## src/sv/psfc_pkg.sv

```systemverilog
// Package for the passive serial configuration master: codes, command type, sizes.
package psfc_pkg;

   localparam int QueueDepthDefault = 4;

   localparam logic [1:0] OP_TICK   = 2'd0;
   localparam logic [1:0] OP_START  = 2'd1;
   localparam logic [1:0] OP_BYTE   = 2'd2;
   localparam logic [1:0] OP_FINISH = 2'd3;

   localparam logic [2:0] PH_IDLE      = 3'd0;
   localparam logic [2:0] PH_WAIT_LOW  = 3'd1;
   localparam logic [2:0] PH_WAIT_HIGH = 3'd2;
   localparam logic [2:0] PH_READY     = 3'd3;
   localparam logic [2:0] PH_DONE      = 3'd4;

   localparam logic [1:0] KIND_SINGLE = 2'd0;
   localparam logic [1:0] KIND_BYTE   = 2'd1;
   localparam logic [1:0] KIND_FINISH = 2'd2;

   localparam logic [3:0] STEP_BYTE_LAST   = 4'd15;
   localparam logic [3:0] STEP_FINISH_HIGH = 4'd1;
   localparam logic [3:0] STEP_FINISH_LAST = 4'd2;

   typedef struct packed {
      logic [1:0] kind;
      logic [7:0] data;
      logic       ncfg;
      logic [2:0] phase;
      logic       err;
   } psfc_cmd_type;

endpackage

```

## src/sv/passive_serial_fpga_config.sv

```systemverilog
// Top level of the passive serial configuration master.
//
//   channel  direction  tdata                                    tuser / tlast
//   req_     in         [7:0] data_byte [8] nstatus [9] cdone     tuser[1:0] op
//   rsp_     out        [0] nconfig [1] dclk [2] data [5:3] phase tlast = last
//                       [6] error
//
// Tick, start and rejected transactions give one pin word; a data byte gives sixteen,
// one per cycle while the result port is ready; finish gives three. The result port's
// one word per cycle sets the rate. A request is taken every cycle while the command
// queue has room; each result word is registered in the sequencer's output register.
// Reset returns the phase to idle, nCONFIG low and empties the queue.
// A stalled result port backs up through the queue to req_tready.
module passive_serial_fpga_config #(
   parameter int QueueDepth = psfc_pkg::QueueDepthDefault
) (
   input  logic        clock,
   input  logic        reset,
   input  logic        req_tvalid,
   output logic        req_tready,
   input  logic [15:0] req_tdata,   // [7:0] data_byte, [8] nstatus_pin, [9] cdone_pin
   input  logic [1:0]  req_tuser,   // [1:0] op
   output logic        rsp_tvalid,
   input  logic        rsp_tready,
   output logic [7:0]  rsp_tdata,   // [0] nconfig_out, [1] dclk_out, [2] data_out,
                                    // [5:3] phase, [6] error
   output logic        rsp_tlast
);
   import psfc_pkg::*;

   psfc_cmd_type push_cmd, pop_cmd;
   logic         push_valid, push_ready, pop_valid, pop_ready;

   psfc_front u_front (
      .clock       (clock),
      .reset       (reset),
      .req_valid   (req_tvalid),
      .req_ready   (req_tready),
      .op          (req_tuser),
      .data_byte   (req_tdata[7:0]),
      .nstatus_pin (req_tdata[8]),
      .cdone_pin   (req_tdata[9]),
      .push_valid  (push_valid),
      .push_ready  (push_ready),
      .push_cmd    (push_cmd)
   );

   psfc_queue #(.Depth(QueueDepth)) u_queue (
      .clock      (clock),
      .reset      (reset),
      .push_valid (push_valid),
      .push_ready (push_ready),
      .push_cmd   (push_cmd),
      .pop_valid  (pop_valid),
      .pop_ready  (pop_ready),
      .pop_cmd    (pop_cmd)
   );

   psfc_back u_back (
      .clock      (clock),
      .reset      (reset),
      .pop_valid  (pop_valid),
      .pop_ready  (pop_ready),
      .pop_cmd    (pop_cmd),
      .rsp_tvalid (rsp_tvalid),
      .rsp_tready (rsp_tready),
      .rsp_tdata  (rsp_tdata),
      .rsp_tlast  (rsp_tlast)
   );
endmodule

```

## src/sv/psfc_front.sv

```systemverilog
// Front end: accepts input transactions, tracks the configuration phase, issues commands.
module psfc_front (
   input  logic                   clock,
   input  logic                   reset,
   input  logic                   req_valid,
   output logic                   req_ready,
   input  logic [1:0]             op,
   input  logic [7:0]             data_byte,
   input  logic                   nstatus_pin,
   input  logic                   cdone_pin,
   output logic                   push_valid,
   input  logic                   push_ready,
   output psfc_pkg::psfc_cmd_type push_cmd
);
   import psfc_pkg::*;

   logic [2:0] phase_ff, phase_in;
   logic       ncfg_ff, ncfg_in;
   logic       accept;

   assign req_ready  = push_ready;
   assign push_valid = req_valid;
   assign accept     = req_valid && push_ready;

   always_comb begin
      phase_in      = phase_ff;
      ncfg_in       = ncfg_ff;
      push_cmd.kind = KIND_SINGLE;
      push_cmd.data = data_byte;
      push_cmd.err  = 1'b0;
      case (op)
         OP_TICK: begin
            if (phase_ff == PH_WAIT_LOW && !nstatus_pin && !cdone_pin) begin
               ncfg_in  = 1'b1;
               phase_in = PH_WAIT_HIGH;
            end else if (phase_ff == PH_WAIT_HIGH && nstatus_pin && !cdone_pin) begin
               phase_in = PH_READY;
            end
         end
         OP_START: begin
            if (phase_ff == PH_IDLE || phase_ff == PH_DONE) begin
               ncfg_in  = 1'b0;
               phase_in = PH_WAIT_LOW;
            end else begin
               push_cmd.err = 1'b1;
            end
         end
         OP_BYTE: begin
            if (phase_ff == PH_READY) begin
               push_cmd.kind = KIND_BYTE;
            end else begin
               push_cmd.err = 1'b1;
            end
         end
         default: begin
            if (phase_ff == PH_READY) begin
               push_cmd.kind = KIND_FINISH;
               phase_in      = PH_DONE;
            end else begin
               push_cmd.err = 1'b1;
            end
         end
      endcase
      push_cmd.ncfg  = ncfg_in;
      push_cmd.phase = phase_in;
   end

   always_ff @(posedge clock) begin
      if (reset) begin
         phase_ff <= PH_IDLE;
         ncfg_ff  <= 1'b0;
      end else if (accept) begin
         phase_ff <= phase_in;
         ncfg_ff  <= ncfg_in;
      end
   end

`ifndef NO_ASSERTIONS
   a_ncfg_high_phase: assert property (@(posedge clock) disable iff (reset)
      ncfg_ff |-> (phase_ff == PH_WAIT_HIGH || phase_ff == PH_READY
                   || phase_ff == PH_DONE))
      else $error("nCONFIG high outside post-reset phases");
   a_err_keeps_state: assert property (@(posedge clock) disable iff (reset)
      (accept && push_cmd.err) |=> ($stable(phase_ff) && $stable(ncfg_ff)))
      else $error("error transaction changed state");
   a_done_from_ready: assert property (@(posedge clock) disable iff (reset)
      ($past(phase_ff) != PH_DONE && phase_ff == PH_DONE)
      |-> $past(phase_ff) == PH_READY)
      else $error("done phase not entered from ready");
`endif
endmodule

```

## src/sv/psfc_queue.sv

```systemverilog
// Command queue between front end and pin sequencer.
module psfc_queue #(
   parameter int Depth = psfc_pkg::QueueDepthDefault
) (
   input  logic                   clock,
   input  logic                   reset,
   input  logic                   push_valid,
   output logic                   push_ready,
   input  psfc_pkg::psfc_cmd_type push_cmd,
   output logic                   pop_valid,
   input  logic                   pop_ready,
   output psfc_pkg::psfc_cmd_type pop_cmd
);
   import psfc_pkg::*;

   localparam int PtrW = (Depth > 1) ? $clog2(Depth) : 1;
   localparam int CntW = $clog2(Depth + 1);

   psfc_cmd_type    slot_ff [Depth];
   logic [PtrW-1:0] wr_ptr_ff, wr_ptr_in, rd_ptr_ff, rd_ptr_in;
   logic [CntW-1:0] count_ff, count_in;
   logic            push, pop;

   assign push_ready = count_ff != CntW'(Depth);
   assign pop_valid  = count_ff != '0;
   assign pop_cmd    = slot_ff[rd_ptr_ff];
   assign push       = push_valid && push_ready;
   assign pop        = pop_valid && pop_ready;

   always_comb begin
      wr_ptr_in = wr_ptr_ff;
      rd_ptr_in = rd_ptr_ff;
      count_in  = count_ff;
      if (push) begin
         wr_ptr_in = (wr_ptr_ff == PtrW'(Depth - 1)) ? '0 : wr_ptr_ff + 1'b1;
      end
      if (pop) begin
         rd_ptr_in = (rd_ptr_ff == PtrW'(Depth - 1)) ? '0 : rd_ptr_ff + 1'b1;
      end
      if (push && !pop) begin
         count_in = count_ff + 1'b1;
      end else if (pop && !push) begin
         count_in = count_ff - 1'b1;
      end
   end

   always_ff @(posedge clock) begin
      if (reset) begin
         wr_ptr_ff <= '0;
         rd_ptr_ff <= '0;
         count_ff  <= '0;
      end else begin
         wr_ptr_ff <= wr_ptr_in;
         rd_ptr_ff <= rd_ptr_in;
         count_ff  <= count_in;
      end
   end

   always_ff @(posedge clock) begin
      if (push) begin
         slot_ff[wr_ptr_ff] <= push_cmd;
      end
   end

`ifndef NO_ASSERTIONS
   a_count_bound: assert property (@(posedge clock) disable iff (reset)
      count_ff <= CntW'(Depth))
      else $error("queue count overflow");
   a_empty_ptrs: assert property (@(posedge clock) disable iff (reset)
      (count_ff == '0) |-> (rd_ptr_ff == wr_ptr_ff))
      else $error("empty queue with unequal pointers");
   a_full_ptrs: assert property (@(posedge clock) disable iff (reset)
      (count_ff == CntW'(Depth)) |-> (rd_ptr_ff == wr_ptr_ff))
      else $error("full queue with unequal pointers");
`endif
endmodule

```

## src/sv/psfc_back.sv

```systemverilog
// Pin sequencer: expands commands into pin words and holds the output register.
module psfc_back (
   input  logic                   clock,
   input  logic                   reset,
   input  logic                   pop_valid,
   output logic                   pop_ready,
   input  psfc_pkg::psfc_cmd_type pop_cmd,
   output logic                   rsp_tvalid,
   input  logic                   rsp_tready,
   output logic [7:0]             rsp_tdata,
   output logic                   rsp_tlast
);
   import psfc_pkg::*;

   logic         active_ff, active_in;
   psfc_cmd_type cmd_ff, cur_cmd;
   logic [3:0]   step_ff, cur_step;
   logic         valid_ff, valid_in;
   logic [6:0]   word_ff, word_in;
   logic         last_ff, last_in;
   logic         adv, cur_valid, fire;
   logic         clk_bit, dat_bit;

   assign adv       = !valid_ff || rsp_tready;
   assign cur_valid = active_ff || pop_valid;
   assign cur_cmd   = active_ff ? cmd_ff : pop_cmd;
   assign cur_step  = active_ff ? step_ff : 4'd0;
   assign fire      = adv && cur_valid;
   assign pop_ready = adv && !active_ff;

   always_comb begin
      clk_bit = 1'b0;
      dat_bit = 1'b0;
      last_in = 1'b1;
      case (cur_cmd.kind)
         KIND_BYTE: begin
            clk_bit = cur_step[0];
            dat_bit = cur_cmd.data[cur_step[3:1]];
            last_in = cur_step == STEP_BYTE_LAST;
         end
         KIND_FINISH: begin
            clk_bit = cur_step == STEP_FINISH_HIGH;
            last_in = cur_step == STEP_FINISH_LAST;
         end
         default: begin
            last_in = 1'b1;
         end
      endcase
      word_in   = {cur_cmd.err, cur_cmd.phase, dat_bit, clk_bit, cur_cmd.ncfg};
      valid_in  = adv ? cur_valid : valid_ff;
      active_in = fire ? !last_in : active_ff;
   end

   always_ff @(posedge clock) begin
      if (reset) begin
         valid_ff  <= 1'b0;
         active_ff <= 1'b0;
      end else begin
         valid_ff  <= valid_in;
         active_ff <= active_in;
      end
   end

   always_ff @(posedge clock) begin
      if (fire) begin
         word_ff <= word_in;
         last_ff <= last_in;
         cmd_ff  <= cur_cmd;
         step_ff <= cur_step + 4'd1;
      end
   end

   assign rsp_tvalid = valid_ff;
   assign rsp_tdata  = {1'b0, word_ff};
   assign rsp_tlast  = last_ff;

`ifndef NO_ASSERTIONS
   a_active_has_word: assert property (@(posedge clock) disable iff (reset)
      active_ff |-> valid_ff)
      else $error("sequencer active without pending word");
   a_active_kind: assert property (@(posedge clock) disable iff (reset)
      active_ff |-> (cmd_ff.kind == KIND_BYTE || cmd_ff.kind == KIND_FINISH))
      else $error("single-word command left sequencer active");
   a_finish_steps: assert property (@(posedge clock) disable iff (reset)
      (active_ff && cmd_ff.kind == KIND_FINISH) |-> step_ff <= STEP_FINISH_LAST)
      else $error("finish pulse ran too long");
   a_active_not_last: assert property (@(posedge clock) disable iff (reset)
      active_ff |-> !last_ff)
      else $error("word marked last while command still running");
`endif
endmodule
```

## config.mk

```make
export PLATFORM = sky130hd
export DESIGN_NAME = passive_serial_fpga_config
export DESIGN_NICKNAME = d
export VERILOG_FILES = /design/src/sv/psfc_pkg.sv /design/src/sv/passive_serial_fpga_config.sv /design/src/sv/psfc_front.sv /design/src/sv/psfc_queue.sv /design/src/sv/psfc_back.sv
export SDC_FILE = /design/constraint.sdc
export NUM_CORES = 1
export LEC_CHECK = 0
export ABC_AREA = 1
export BUFFER_PORTS_ARGS = -buffer_cell sky130_fd_sc_hd__buf_2
export CORE_ASPECT_RATIO = 2
export CORE_MARGIN = 8
export CORE_UTILIZATION = 40
export DETAILED_ROUTE_END_ITERATION = 10
export HOLD_SLACK_MARGIN = 0.12
export SYNTH_ARGS = -nofsm -noshare
export SYNTH_HDL_FRONTEND = slang
export SYNTH_SLANG_ARGS = --single-unit
```

## constraint.sdc

```tcl
create_clock -name clock -period 4.4 [get_ports clock]
set_input_delay 1.32 -clock clock [delete_from_list [all_inputs] [get_ports clock]]
set_output_delay 1.32 -clock clock [all_outputs]
set_load 0.02 [all_outputs]
```

# Word-level counts from Yosys, hierarchy flattened
# Memories as Yosys holds them, arrays and structs flattened. A register that Yosys moved wholly into a read port is not among the register bits.
# Cells that the tools add are included.
word_totals:
  romBits: 0
  ramBits: 60
  mem_count: 1
  output_inout_bits: 11
  latchBits: 0
  inputBits: 22
  reg_bits: 40
classes:
  n_eq_ne: 14
  n_mul: 0
  div: 0
  n_reduce_logical: 25
  n_shift: 0
  order_cmp: 1
  bitwise_logic: 0
  addsub: 5
  mux: 28
memory_table:
  columns: ["memory", "depth", "width", "read_ports", "rd_ports_with_merged_regs", "write_ports", "line_no", "rtl"]
  rows:
  - ["u_queue.slot_ff", 4, 15, 1, 1, 1, "psfc_queue.sv:19", "psfc_cmd_type slot_ff [Depth];"]
op_table:
  columns: ["cell", "count"]
  rows:
  - ["2-to-1 mux 3 bit", 6]
  - ["2-to-1 mux 15 bit", 1]
  - ["logical AND 1 bit", 10]
  - ["2-to-1 mux 2 bit", 5]
  - ["one-hot mux 3 bit (3 select lines)", 1]
  - ["equality test 2 bit (second input constant)", 4]
  - ["2-to-1 mux 1 bit", 8]
  - ["one-hot mux 1 bit (2 select lines)", 4]
  - ["zero test 1 bit", 7]
  - ["equality test 3 x 2 -> 1 bit (second input constant)", 2]
  - ["adder 2 x 1 -> 2 bit (second input constant)", 2]
  - ["adder 4 x 1 -> 4 bit (second input constant)", 1]
  - ["equality test 2 x 1 -> 1 bit (second input constant)", 2]
  - ["equality test 4 x 1 -> 1 bit (second input constant)", 1]
  - ["equality test 4 x 2 -> 1 bit (second input constant)", 1]
  - ["equality test 4 bit (second input constant)", 1]
  - ["< comparator 3 x 4 -> 1 bit (second input constant)", 1]
  - ["2-to-1 mux 4 bit", 1]
  - ["one-hot mux 2 bit (2 select lines)", 1]
  - ["adder 3 x 1 -> 3 bit (second input constant)", 1]
  - ["binary-select mux 1 bit (select 3 bit)", 1]
  - ["equality test 3 x 1 -> 1 bit (second input constant)", 1]
  - ["equality test 3 bit (second input constant)", 1]
  - ["zero test 3 bit", 1]
  - ["other kinds (7)", 9]

# Longest topological paths before layout
# Gate-level depths: netlist of run 1.
logic_depth:
  ltp_word: 7
  ltp_mapped: 14
  ltp_nobuf: 13

# Cells and area by module
# A second synthesis of run 1 with hierarchy kept.
hier_totals:
  cells_unflattened: 417
  hier_area_um2: 4606.9
modules_own_cells:
  columns: ["module", "n_inst", "cells_per_inst", "area_per_inst_um2"]
  rows:
  - ["psfc_queue", 1, 214, 2899.0]
  - ["psfc_back", 1, 131, 1287.5]
  - ["psfc_front", 1, 72, 420.4]

# Worst setup path after synthesis of run 1
# Ideal clock, no wire load.
synth_timing:
  kind: "input port to flip-flop"
  startpoint: "input port rsp_tready"
  endpoint: "register u_queue.count_ff[1]"
  setup_slack_ns: 1.471
  arrival_ns: 2.809
  required_ns: 4.280
  cell_stages: 10
  setup_time_ns: 0.120
  cell_sequence: "inv_1 nand2_1 o21ai_2 nor2_1 inv_1 ha_1 inv_1 fa_1 o21ai_0 a21oi_1"
synth_via:
  elab_chain_len: 6
synth_rtl:
  columns: ["item", "line_no", "rtl"]
  rows:
  - ["start: declaration", "passive_serial_fpga_config.sv:24", "input logic rsp_tready,"]
  - ["logical OR 1 bit", "psfc_back.sv:24", "assign adv = !valid_ff || rsp_tready;"]
  - ["logical AND 1 bit", "psfc_back.sv:29", "assign pop_ready = adv && !active_ff;"]
  - ["logical AND 1 bit", "psfc_queue.sv:28", "assign pop = pop_valid && pop_ready;"]
  - ["zero test 1 bit", "psfc_queue.sv:40", "if (push && !pop) begin"]
  - ["logical AND 1 bit", "psfc_queue.sv:40", null]
  - ["2-to-1 mux 3 bit", "psfc_queue.sv:40", null]
  - ["named net u_queue.count_in[1]", "psfc_queue.sv:21", "logic [CntW-1:0] count_ff, count_in;"]
  - ["end signal: assignment", "psfc_queue.sv:55", "count_ff <= count_in;"]
  - ["end: declaration", "psfc_queue.sv:21", null]
# The timed path passes the listed nets, and every way through them passes these cells.
# A chain may end at the register's enable or synchronous reset.

==> run summary, run 1 <==
min Tclk post-route: 2.762 ns
Die Y: 161.2 microns
status: finished, final reports clean
gr busiest metal: met2
maximum operating frequency: 362.0 MHz
First-pass DRT Iterations: 4
MaxCap Viol Count: 0
Die Width: 88.59 microns
DR iter-0 viols: 206
crit path max-delay cell type: dfxtp_1
syn_nets: 430
Worst Hold Class: reg -> reg
clock buffer depth: 2
Clock transition at path regs: 0.06 ns
Routed WL: 8.205 mm
Hold Crit Start: u_queue.count_ff[2]
Ys Warns: 0
commonest cells in the netlist: edfxtp_1 (82), nor2_1 (71), nand2_1 (50)
post-DP HPWL: 5.870 mm
Largest stage delay, worst path: 0.78 ns
synth unique cells: 27
clock power share: 22.7%
PwrDens: 638.3 nW/um^2
Root Driver: clkbuf_16
Sw Share: 34.71%
sequential group share of total power: 46.0%
area share of the largest cell type after synthesis: 58.41%
met2 global-route usage: 23.01%
FFs w/ async S/R, synth: 0%
Final Hold Viols: 0
Final Max Slew Viols: 0
Mapped Area: 4215 sq um
H-tree lvl count: 3
syn avg cell area: 10.62 sq um
WP data arrival: 2.98 ns
critical path, cell by cell: inv_1 -> o21ai_0 -> o22ai_1 -> nand2_1 -> o21ai_0 -> ha_1 -> inv_1 -> nand3_1 -> a21oi_1 -> o21ai_2 -> nand3_1 -> a21oi_1
# fillers: 995
io pins: 33
grt met1 use: 11.30%
share of the clock period used by the worst path: 62.78%
worst-margin pin slew: 0.7223 ns
CP endpoint: u_back.active_ff
Tot GR Track Use: 12.42%
number of synthesized flops with an enable pin: 82
gr ovfl total: 0
synthesis-to-finish area growth: 11.64%
Area after DPL: 4447 sq um
ant diodes: 0
Post-Route Skew: 0.004053 ns
critical path class: reg -> reg
max_slew headroom: 51.78%
CP Capture Type: register
top cell type by total area after synthesis: edfxtp_1
CTS buffer count: 9
Antenna Nets Post-Route: 0
FF+latch count, synth: 97
Critical Path RT: 4.62 ns
static leakage: 0.001919 uW
average vias per placed instance: 4.902
leading post-synthesis cells by cell area: edfxtp_1 (58%), dfxtp_1 (7.1%), nor2_1 (6.3%)
setup bufs post-CTS: 0
placer congestion estimate: 0.8423
P_sw: 1043 uW
Total Die Area: 14280 sq um
DRC viols: 0
placed cell count: 548
Starting Density: 40.49%
IO buf count: 25
M3 GR Usage: 3.003%
vias in the first global route: 2805
CTS sink count: 97
Rows: 53
CP max FO: 16
Int Pwr: 1961 uW
routed via count: 2765
setup_tns: 0 ns
CTS Hold Bufs: 0
CTS tree: built
ys flop type: edfxtp_1
number of antenna violations at the first check in global routing: 0
nets@finish: 455
layout cells sized above 1: 11.24%
combinational share of power: 31.3%
register area share after synthesis: 65.54%
R2R Path End: u_back.active_ff
Avg WL per Cell: 14.55 microns
Resized Gates After CTS: 0
VDD IR max: 0.0002680 V
Post-Layout Inst Area: 4706 sq um
flop2flop setup slack: 1.64 ns
Worst-Skew Late Latency: 0.34 ns
final core occ: 45.20%
pin count of the biggest net entering global routing: 32
Worst setup SP type: register
Layout Cells excl Fill: 564
Syn Inst Count: 397
global-route wire length before repair: 13.17 mm
RSZ-0062 raised after global routing: false
most common cell in the netlist: edfxtp_1
final setup violation count: 0
length in cells of the worst reg-to-reg path: 12
core area: 10410 sq um
==> final cells by class <==
type / count / area, sq um / area share (%)
clock inverters: 3 / 18.77 / 0.3988
inverters: 50 / 187.7 / 3.988
multi-input cells: 232 / 1147 / 24.38
flip-flops and latches: 97 / 2763 / 58.71
clock buffers: 13 / 240.2 / 5.105
well taps: 137 / 171.4 / 3.643
repair buffers: 32 / 177.7 / 3.776
==> worst min-delay path by stage <==
| stage | endpoint | slack [ns] | cells past startpoint |
|---|---|---|---|
| global route | u_queue.count_ff[2] | 0.54 | 2 |
| global placement | u_queue.count_ff[2] | 0.47 | 2 |
| floorplan | u_queue.count_ff[2] | 0.46 | 2 |
| detailed placement | u_queue.count_ff[2] | 0.48 | 2 |
| CTS | u_queue.count_ff[2] | 0.50 | 2 |
| finish | u_queue.count_ff[2] | 0.49 | 2 |
==> layout by cell type (no fill, tap or decap), drive strengths merged <==
cell type	n
clkbuf	13
inv	50
o211a	1
nand2	50
a21o	1
a31oi	6
conb	1
a211oi	1
clkinv	3
fa	1
o21ai	44
a21oi	20
xnor2	1
nor2	71
a22o	1
dfxtp	15
ha	10
o22ai	5
nand3	13
o211ai	2
buf	32
nor3	4
edfxtp	82
==> power groups by stage <==
| stage | logic, uW | clock network, uW | registers (uW) |
|---|---|---|---|
| global placement | 923 | 0 | 1400 |
| CTS | 956 | 701 | 1380 |
| floorplan | 712 | 0 | 1390 |
| global route | 1070 | 729 | 1410 |
| detailed placement | 950 | 0 | 1400 |
| finish | 940 | 682 | 1380 |
==> logic make-up after synthesis <==
family / count (synthesis) / synth area share [%]
adders and majority gates: 11 / 3.443
DFF: 97 / 65.54
and+or+nand+nor: 138 / 12.91
other: 1 / 0.08896
buffers and inverters: 68 / 7.242
xor gates and xnor gates: 1 / 0.2078
AOI/OAI and AO/OA: 81 / 10.57
==> stage by stage <==
step	power [uW]	setup WS [ns]	hold slack, ns
floorplan	2105	1.471	0.4580
global placement	2318	1.357	0.4726
detailed placement	2352	1.336	0.4850
CTS	3040	1.640	0.4953
global route	3205	1.346	0.5380
finish	3004	1.638	0.4929
==> critical path: cells and delay by family (launching register included) <==
family                   cells  cell delay [ns]
AND/OR/NAND/NOR              3             0.23
AO/OA/AOI/OAI                6             0.83
flip-flops                   1             0.78
adder cells (fa/ha/maj)      1             0.24
buffers and inverters        2             0.57
==> per-layer routing <==
| metal | wire (microns) | up-vias |
|---|---|---|
| li1 | - | 1384 |
| met1 | 3008 | 1321 |
| met2 | 4694 | 46 |
| met3 | 254 | 14 |
| met4 | 247 | 0 |
| met5 | 0 | - |
==> flip-flops by register name, indices dropped and copies added (netlist names), named ones only <==
register / cells
u_queue.wr_ptr_ff: 2
u_back.rsp_tvalid: 1
u_back.active_ff: 1
u_front.phase_ff: 3
u_back.cmd_ff: 10
u_queue.slot_ff: 60
u_back.step_ff: 4
u_back.rsp_tlast: 1
u_front.ncfg_ff: 1
u_queue.count_ff: 3
u_queue.rd_ptr_ff: 2
u_back.word_ff: 7
Note: power is estimated with default switching activity, not from simulation.
==> run 2, diff against run 1 <==
--- a/config.mk
+++ b/config.mk
@@ -5,7 +5,7 @@
 export SDC_FILE = /design/constraint.sdc
 export NUM_CORES = 1
 export LEC_CHECK = 0
-export ABC_AREA = 1
+export ABC_AREA = 0
 export BUFFER_PORTS_ARGS = -buffer_cell sky130_fd_sc_hd__buf_2
 export CORE_ASPECT_RATIO = 2
 export CORE_MARGIN = 8
==> constraint.sdc (replaced) <==
create_clock -name clock -period 2.8 [get_ports clock]
set_input_delay 0.84 -clock clock [delete_from_list [all_inputs] [get_ports clock]]
set_output_delay 0.84 -clock clock [all_outputs]
set_load 0.02 [all_outputs]
==> run summary, run 2 <==
nets@finish: 321
Multi-input gate area: 1214 sq um
setup_tns: 0 ns
combinational share of power: 27.5%
Layout Cells excl Fill: 428
clock power share: 26.2%
Final Hold Viols: 0
average vias per placed instance: 5.007
DR iter-0 viols: 109
commonest cells in the netlist: edfxtp_1 (82), nor2_1 (23), mux4_2 (16)
ant diodes: 0
DRC viols: 0
Clock transition at path regs: 0.06 ns
Critical Path RT: 3.07 ns
CTS tree: built
sequential group share of total power: 46.2%
CP max FO: 11
top flop regs: u_queue.slot_ff: 60 flops, u_back.cmd_ff: 10 flops, u_back.word_ff: 7 flops
max reg flops: 60
RSZ-0062 raised after global routing: false
Sw Share: 28.56%
maximum operating frequency: 417.9 MHz
highest-count cells in the layout ignoring fill and taps: edfxtp_1 (82), buf_2 (25), nor2_1 (23)
Rows: 52
CTS sink count: 97
Die Width: 87.80 microns
FF+latch area: 2763 sq um
CTS buffer count: 9
final setup violation count: 0
synth unique cells: 42
vias in the first global route: 2245
Post-Route Skew: 0.007129 ns
IO buf count: 25
P_sw: 1354 uW
register area share after synthesis: 66.99%
Resized Gates After CTS: 0
FF+latch count, synth: 97
status: finished, final reports clean
Largest Register: u_queue.slot_ff
critical path class: reg -> reg
Worst Hold Class: reg -> reg
routed via count: 2143
commonest non-fill, non-tap cell in the layout: edfxtp_1
area share of the largest cell type after synthesis: 59.71%
number of synthesized flops with an enable pin: 82
# fillers: 899
share of the clock period used by the worst path: 85.47%
CTS Hold Bufs: 0
syn avg cell area: 15.68 sq um
gr ovfl total: 0
PwrDens: 1016 nW/um^2
length in cells of the worst reg-to-reg path: 8
Root Driver: clkbuf_16
Pwr Total: 4740 uW
Total Die Area: 14010 sq um
Final Max Slew Viols: 0
ys flop type: edfxtp_1
pin count of the biggest net entering global routing: 18
io pins: 33
clock buffer depth: 2
Int Pwr: 3387 uW
post-DP HPWL: 4.806 mm
crit path max-delay cell type: dfxtp_1
H-tree lvl count: 3
Die Y: 159.6 microns
First-pass DRT Iterations: 5
Final Hold Slack: 0.5045 ns
layout cells sized above 1: 26.28%
core area: 10080 sq um
FFs w/ async S/R, synth: 0%
Antenna Nets Post-Route: 0
Avg WL per Cell: 15.64 microns
MaxCap Viol Count: 0
Ys Warns: 0
setup bufs post-CTS: 0
leading post-synthesis cells by cell area: edfxtp_1 (60%), mux4_2 (8.7%), dfxtp_1 (7.3%)
synthesis-to-finish area growth: 13.14%
static leakage: 0.001648 uW
most common cell in the netlist: edfxtp_1
Starting Density: 40.89%
placer congestion estimate: 0.7844
syn_nets: 296
Routed WL: 6.695 mm
placed cell count: 412
Worst setup SP type: register
VDD IR max: 0.0003888 V
global-route wire length before repair: 10.90 mm
Syn Inst Count: 263
Mapped Area: 4124 sq um
CP Capture Type: register
Largest stage delay, worst path: 0.42 ns
min Tclk post-route: 2.393 ns
WP data arrival: 2.66 ns
top cell type by total area after synthesis: edfxtp_1
number of antenna violations at the first check in global routing: 0
critical path, cell by cell: or3b_1 -> and2_4 -> ha_1 -> inv_1 -> fa_1 -> xor2_1 -> or3_2 -> a21oi_1
worst hold stages: 2
Tot GR Track Use: 10.49%
Worst-Skew Late Latency: 0.34 ns
## run 2: cell count changes in the layout (fill, tap and decap cells not counted), sizes merged, moves of 4 or more
cell,change
inv,-39
mux2,+8
nor2,-48
mux4,+16
a31oi,-4
a21oi,-13
nand2,-41
nand3,-7
and2,+4
mux2i,+7
nor2b,+7
o22ai,-4
and3,+4
o21ai,-38
## run 2: cell families after synthesis
group                      share of synthesized area (%)
and+or+nand+nor                                    8.374
other                                            0.09093
xor gates and xnor gates                          0.8497
muxes                                              12.62
buffers and inverters                              3.580
DFF                                                66.99
adders and majority gates                          3.519
AOI/OAI and AO/OA                                  3.975
## run 2: worst max-delay path: cells and delay by family (launching register included)
family	cells	cell delay, ns
buffers and inverters	1	0.06
XOR/XNOR	1	0.18
flip-flops	1	0.42
adder cells (fa/ha/maj)	2	0.57
AND/OR/NAND/NOR	3	0.95
AO/OA/AOI/OAI	1	0.15
## run 2: layer usage
layer	global-route usage [%]	up-vias	part of all wire, %
li1	-	1034	-
met1	10.75	1067	38
met2	18.26	32	56
met3	2.430	10	2.6
met4	6.472	0	2.6
met5	0	-	0
## run 2: final cells by class
type                    instances  share of cell area [%]
clock buffers                  13                   5.792
repair buffers                 31                   3.647
clock inverters                 3                  0.8313
well taps                     135                   3.620
flip-flops and latches         97                   59.21
multi-input cells             138                   26.01
inverters                      11                  0.8850
## run 2: power by group through the flow
stage	Combinational, uW	Sequential (uW)	Clock, uW
after global placement	1310	2220	0
after floorplan	1070	2170	0
after global routing	1450	2240	1340
after detailed placement	1340	2230	0
final	1310	2190	1240
after CTS	1340	2200	1280
## run 2: worst paths after layout
kind / from / endpoint / slack [ns]
worst max register to register: u_queue.count_ff[1] / u_queue.count_ff[2] / 0.41
worst min register to register: u_front.ncfg_ff / u_front.ncfg_ff / 0.50
worst min-delay path: u_front.ncfg_ff / u_front.ncfg_ff / 0.50
worst max-delay path: u_queue.count_ff[1] / u_queue.count_ff[2] / 0.41
## run 2: metrics by stage
stage	util, %	setup WS [ns]	cell area, sq um
3_3_place_gp	43.20	0.1275	4357
2_1_floorplan	-	0.2453	4124
4_1_cts	46.27	0.3757	4666
6_report	46.27	0.4069	4666
5_1_grt	46.27	0.1977	4666
3_5_place_dp	43.20	0.07764	4357
==> run 3, diff against run 2 <==
--- a/config.mk
+++ b/config.mk
@@ -14,4 +14,5 @@
 export HOLD_SLACK_MARGIN = 0.12
 export SYNTH_ARGS = -nofsm -noshare
 export SYNTH_HDL_FRONTEND = slang
+export SYNTH_HIERARCHICAL = 1
 export SYNTH_SLANG_ARGS = --single-unit
==> run summary, run 3 <==
most common cell in the netlist: edfxtp_1
Synth Area in Adders: 3.644%
CP Capture Type: register
worst-margin pin slew: 0.5353 ns
XOR/XNOR Fraction of Synth Area: 1.012%
simple-gate share of the synthesized area: 8.271%
Largest stage delay, worst path: 0.42 ns
FF+latch area: 2763 sq um
top cell type by total area after synthesis: edfxtp_1
critical path, cell by cell: buf_2 -> nor2b_1 -> nor2_1 -> o31ai_1 -> ha_1 -> inv_1 -> fa_1 -> xor2_1 -> or3_2 -> a21oi_1
commonest cells in the netlist: edfxtp_1 (82), buf_4 (20), dfxtp_1 (15), mux4_2 (15), nor2_1 (13)
CTS Hold Bufs: 0
final core occ: 44.76%
H-tree lvl count: 3
status: finished, final reports clean
Die Y: 163.1 microns
# fillers: 961
Starting Density: 40.27%
flop2flop setup slack: 0.41 ns
worst setup path start: rsp_tready
FF+latch count, synth: 97
crit path max-delay cell type: or3_2
Pwr Total: 4936 uW
synth unique cells: 52
number of synthesized flops with an enable pin: 82
area share of the largest cell type after synthesis: 56.91%
Syn Inst Count: 282
number of antenna violations at the first check in global routing: 0
Critical Path RT: 3.05 ns
pre-CTS WS: -0.05630 ns
Compound-Gate Fraction of Synth Area: 5.032%
setup bufs post-CTS: 0
final setup violation count: 0
R2R Path End: u_queue/count_ff[2]
Setup WS post-layout: 0.2703 ns
Rows: 54
ys flop type: edfxtp_1
Multi-input gate area: 1319 sq um
Tot GR Track Use: 10.79%
Total Die Area: 14600 sq um
io pins: 33
Final Hold Viols: 0
CTS tree: built
maximum operating frequency: 395.3 MHz
MaxCap Viol Count: 0
worst path bufs/invs: 2
VDD IR max: 0.0005095 V
pin count of the biggest net entering global routing: 25
Root Driver: clkbuf_16
family with the most delay on the worst path: simple AND/OR/NAND/NOR gates
routed via count: 2240
Worst path depth: 10
layout cells sized above 1: 28.33%
critical path class: in -> reg
Worst setup SP type: primary input
clock buffer depth: 2
share of the clock period used by the worst path: 90.35%
IO buf count: 25
commonest non-fill, non-tap cell in the layout: edfxtp_1
Antenna Nets Post-Route: 0
RSZ-0062 raised after global routing: false
static leakage: 0.001714 uW
setup_tns: 0 ns
Ys Warns: 6
highest-count cells in the layout ignoring fill and taps: edfxtp_1 (82), buf_2 (25), dfxtp_1 (15), mux4_2 (15), nor2_1 (13)
Worst-Skew Late Latency: 0.33 ns
CP endpoint: u_queue/count_ff[2]
CTS buffer count: 9
vias in the first global route: 2406
synthesis-to-finish area growth: 11.13%
FFs w/ async S/R, synth: 0%
max_slew headroom: 64.01%
DRC viols: 0
top flop regs: u_queue/slot_ff: 60 flops, u_back/cmd_ff: 13 flops
Resized Gates After CTS: 0
placer congestion estimate: 0.7678
Mapped Area: 4327 sq um
ant diodes: 0
max reg flops: 60
gr ovfl total: 0
average vias per placed instance: 5.091
Clock transition at path regs: 0.06 ns
Post-Route Skew: 0.006345 ns
Largest Register: u_queue/slot_ff
WP data arrival: 2.78 ns
mux cell area share after synthesis: 12.43%
Critical R2R Launch: u_queue/count_ff[0]
CTS sink count: 97
global-route wire length before repair: 11.70 mm
register area share after synthesis: 63.85%
nets@finish: 329
PwrDens: 1026 nW/um^2
Worst Hold Class: reg -> reg
min Tclk post-route: 2.530 ns
Avg WL per Cell: 16.52 microns
core area: 10740 sq um
leading post-synthesis cells by cell area: edfxtp_1 (57%), mux4_2 (7.8%), dfxtp_1 (6.9%)
syn_nets: 316
length in cells of the worst reg-to-reg path: 7
Final Max Slew Viols: 0
Routed WL: 7.268 mm
Die Width: 89.54 microns
DR iter-0 viols: 148
largest family of logic cells by synthesized area: multiplexers
CP max FO: 4
First-pass DRT Iterations: 4
post-DP HPWL: 5.154 mm
syn avg cell area: 15.34 sq um
Hold Crit Start: u_queue/rd_ptr_ff[0]
==> run 3: cell types whose count changed after synthesis, sizes merged, moves of 3 or more <==
| cell | before | now |
|---|---|---|
| o31ai | 0 | 3 |
| nor2 | 23 | 14 |
| o21ai | 6 | 3 |
| clkbuf | 7 | 4 |
| a21oi | 7 | 12 |
| nor2b | 7 | 4 |
| buf | 10 | 26 |
| and2 | 4 | 7 |
| a21o | 1 | 4 |
==> run 3: worst min path at each step <==
stage	endpoint	cells after the start
after global placement	u_queue/rd_ptr_ff[0]	2
after CTS	u_queue/rd_ptr_ff[0]	2
final	register	2
after detailed placement	u_queue/rd_ptr_ff[0]	2
after floorplan	register	2
after global routing	u_queue/wr_ptr_ff[1]	2
==> run 3: power breakdown <==
group | internal, uW | leakage [uW] | switching (uW)
clock network | 873 | 0.000164 | 476
logic | 668 | 0.000662 | 747
registers | 1980 | 0.000888 | 189
total | 3520 | 0.00171 | 1410
==> run 3: worst min-delay path: cells and delay by family (launching register included) <==
kind	cells	cell delay, ns
flip-flops	1	0.32
AO/OA/AOI/OAI	1	0.07
AND/OR/NAND/NOR	1	0.06
==> run 3: cells by family after synthesis <==
logic type | after synthesis
multiplexers | 33
adder cells (fa/ha/maj) | 12
AO/OA/AOI/OAI | 31
buffers and inverters | 40
other | 1
flip-flops | 97
AND/OR/NAND/NOR | 63
XOR/XNOR | 5
==> run 3: metrics by stage <==
stage	cells	hold WS, ns	cell area, sq um
finish	440	0.5090	4808
global route	440	0.5503	4808
CTS	440	0.5061	4808
detailed placement	424	0.4920	4472
global placement	424	0.4829	4472
floorplan	282	0.4634	4327
==> run 3: layout make-up <==
cell class | instances | area share [%]
well taps | 140 | 3.643
flip-flops and latches | 97 | 57.46
inverters | 10 | 0.7806
clock buffers | 11 | 4.840
clock inverters | 5 | 2.160
repair buffers | 32 | 3.695
multi-input cells | 145 | 27.43
==> run 3: routing by layer <==
metal | track usage [%] | vias to the layer above | routed length (microns)
met1 | 11.88 | 1142 | 2985
met5 | 0 | - | 0
met2 | 18.65 | 25 | 3977
met3 | 2.671 | 6 | 214
li1 | - | 1067 | -
met4 | 4.805 | 0 | 91
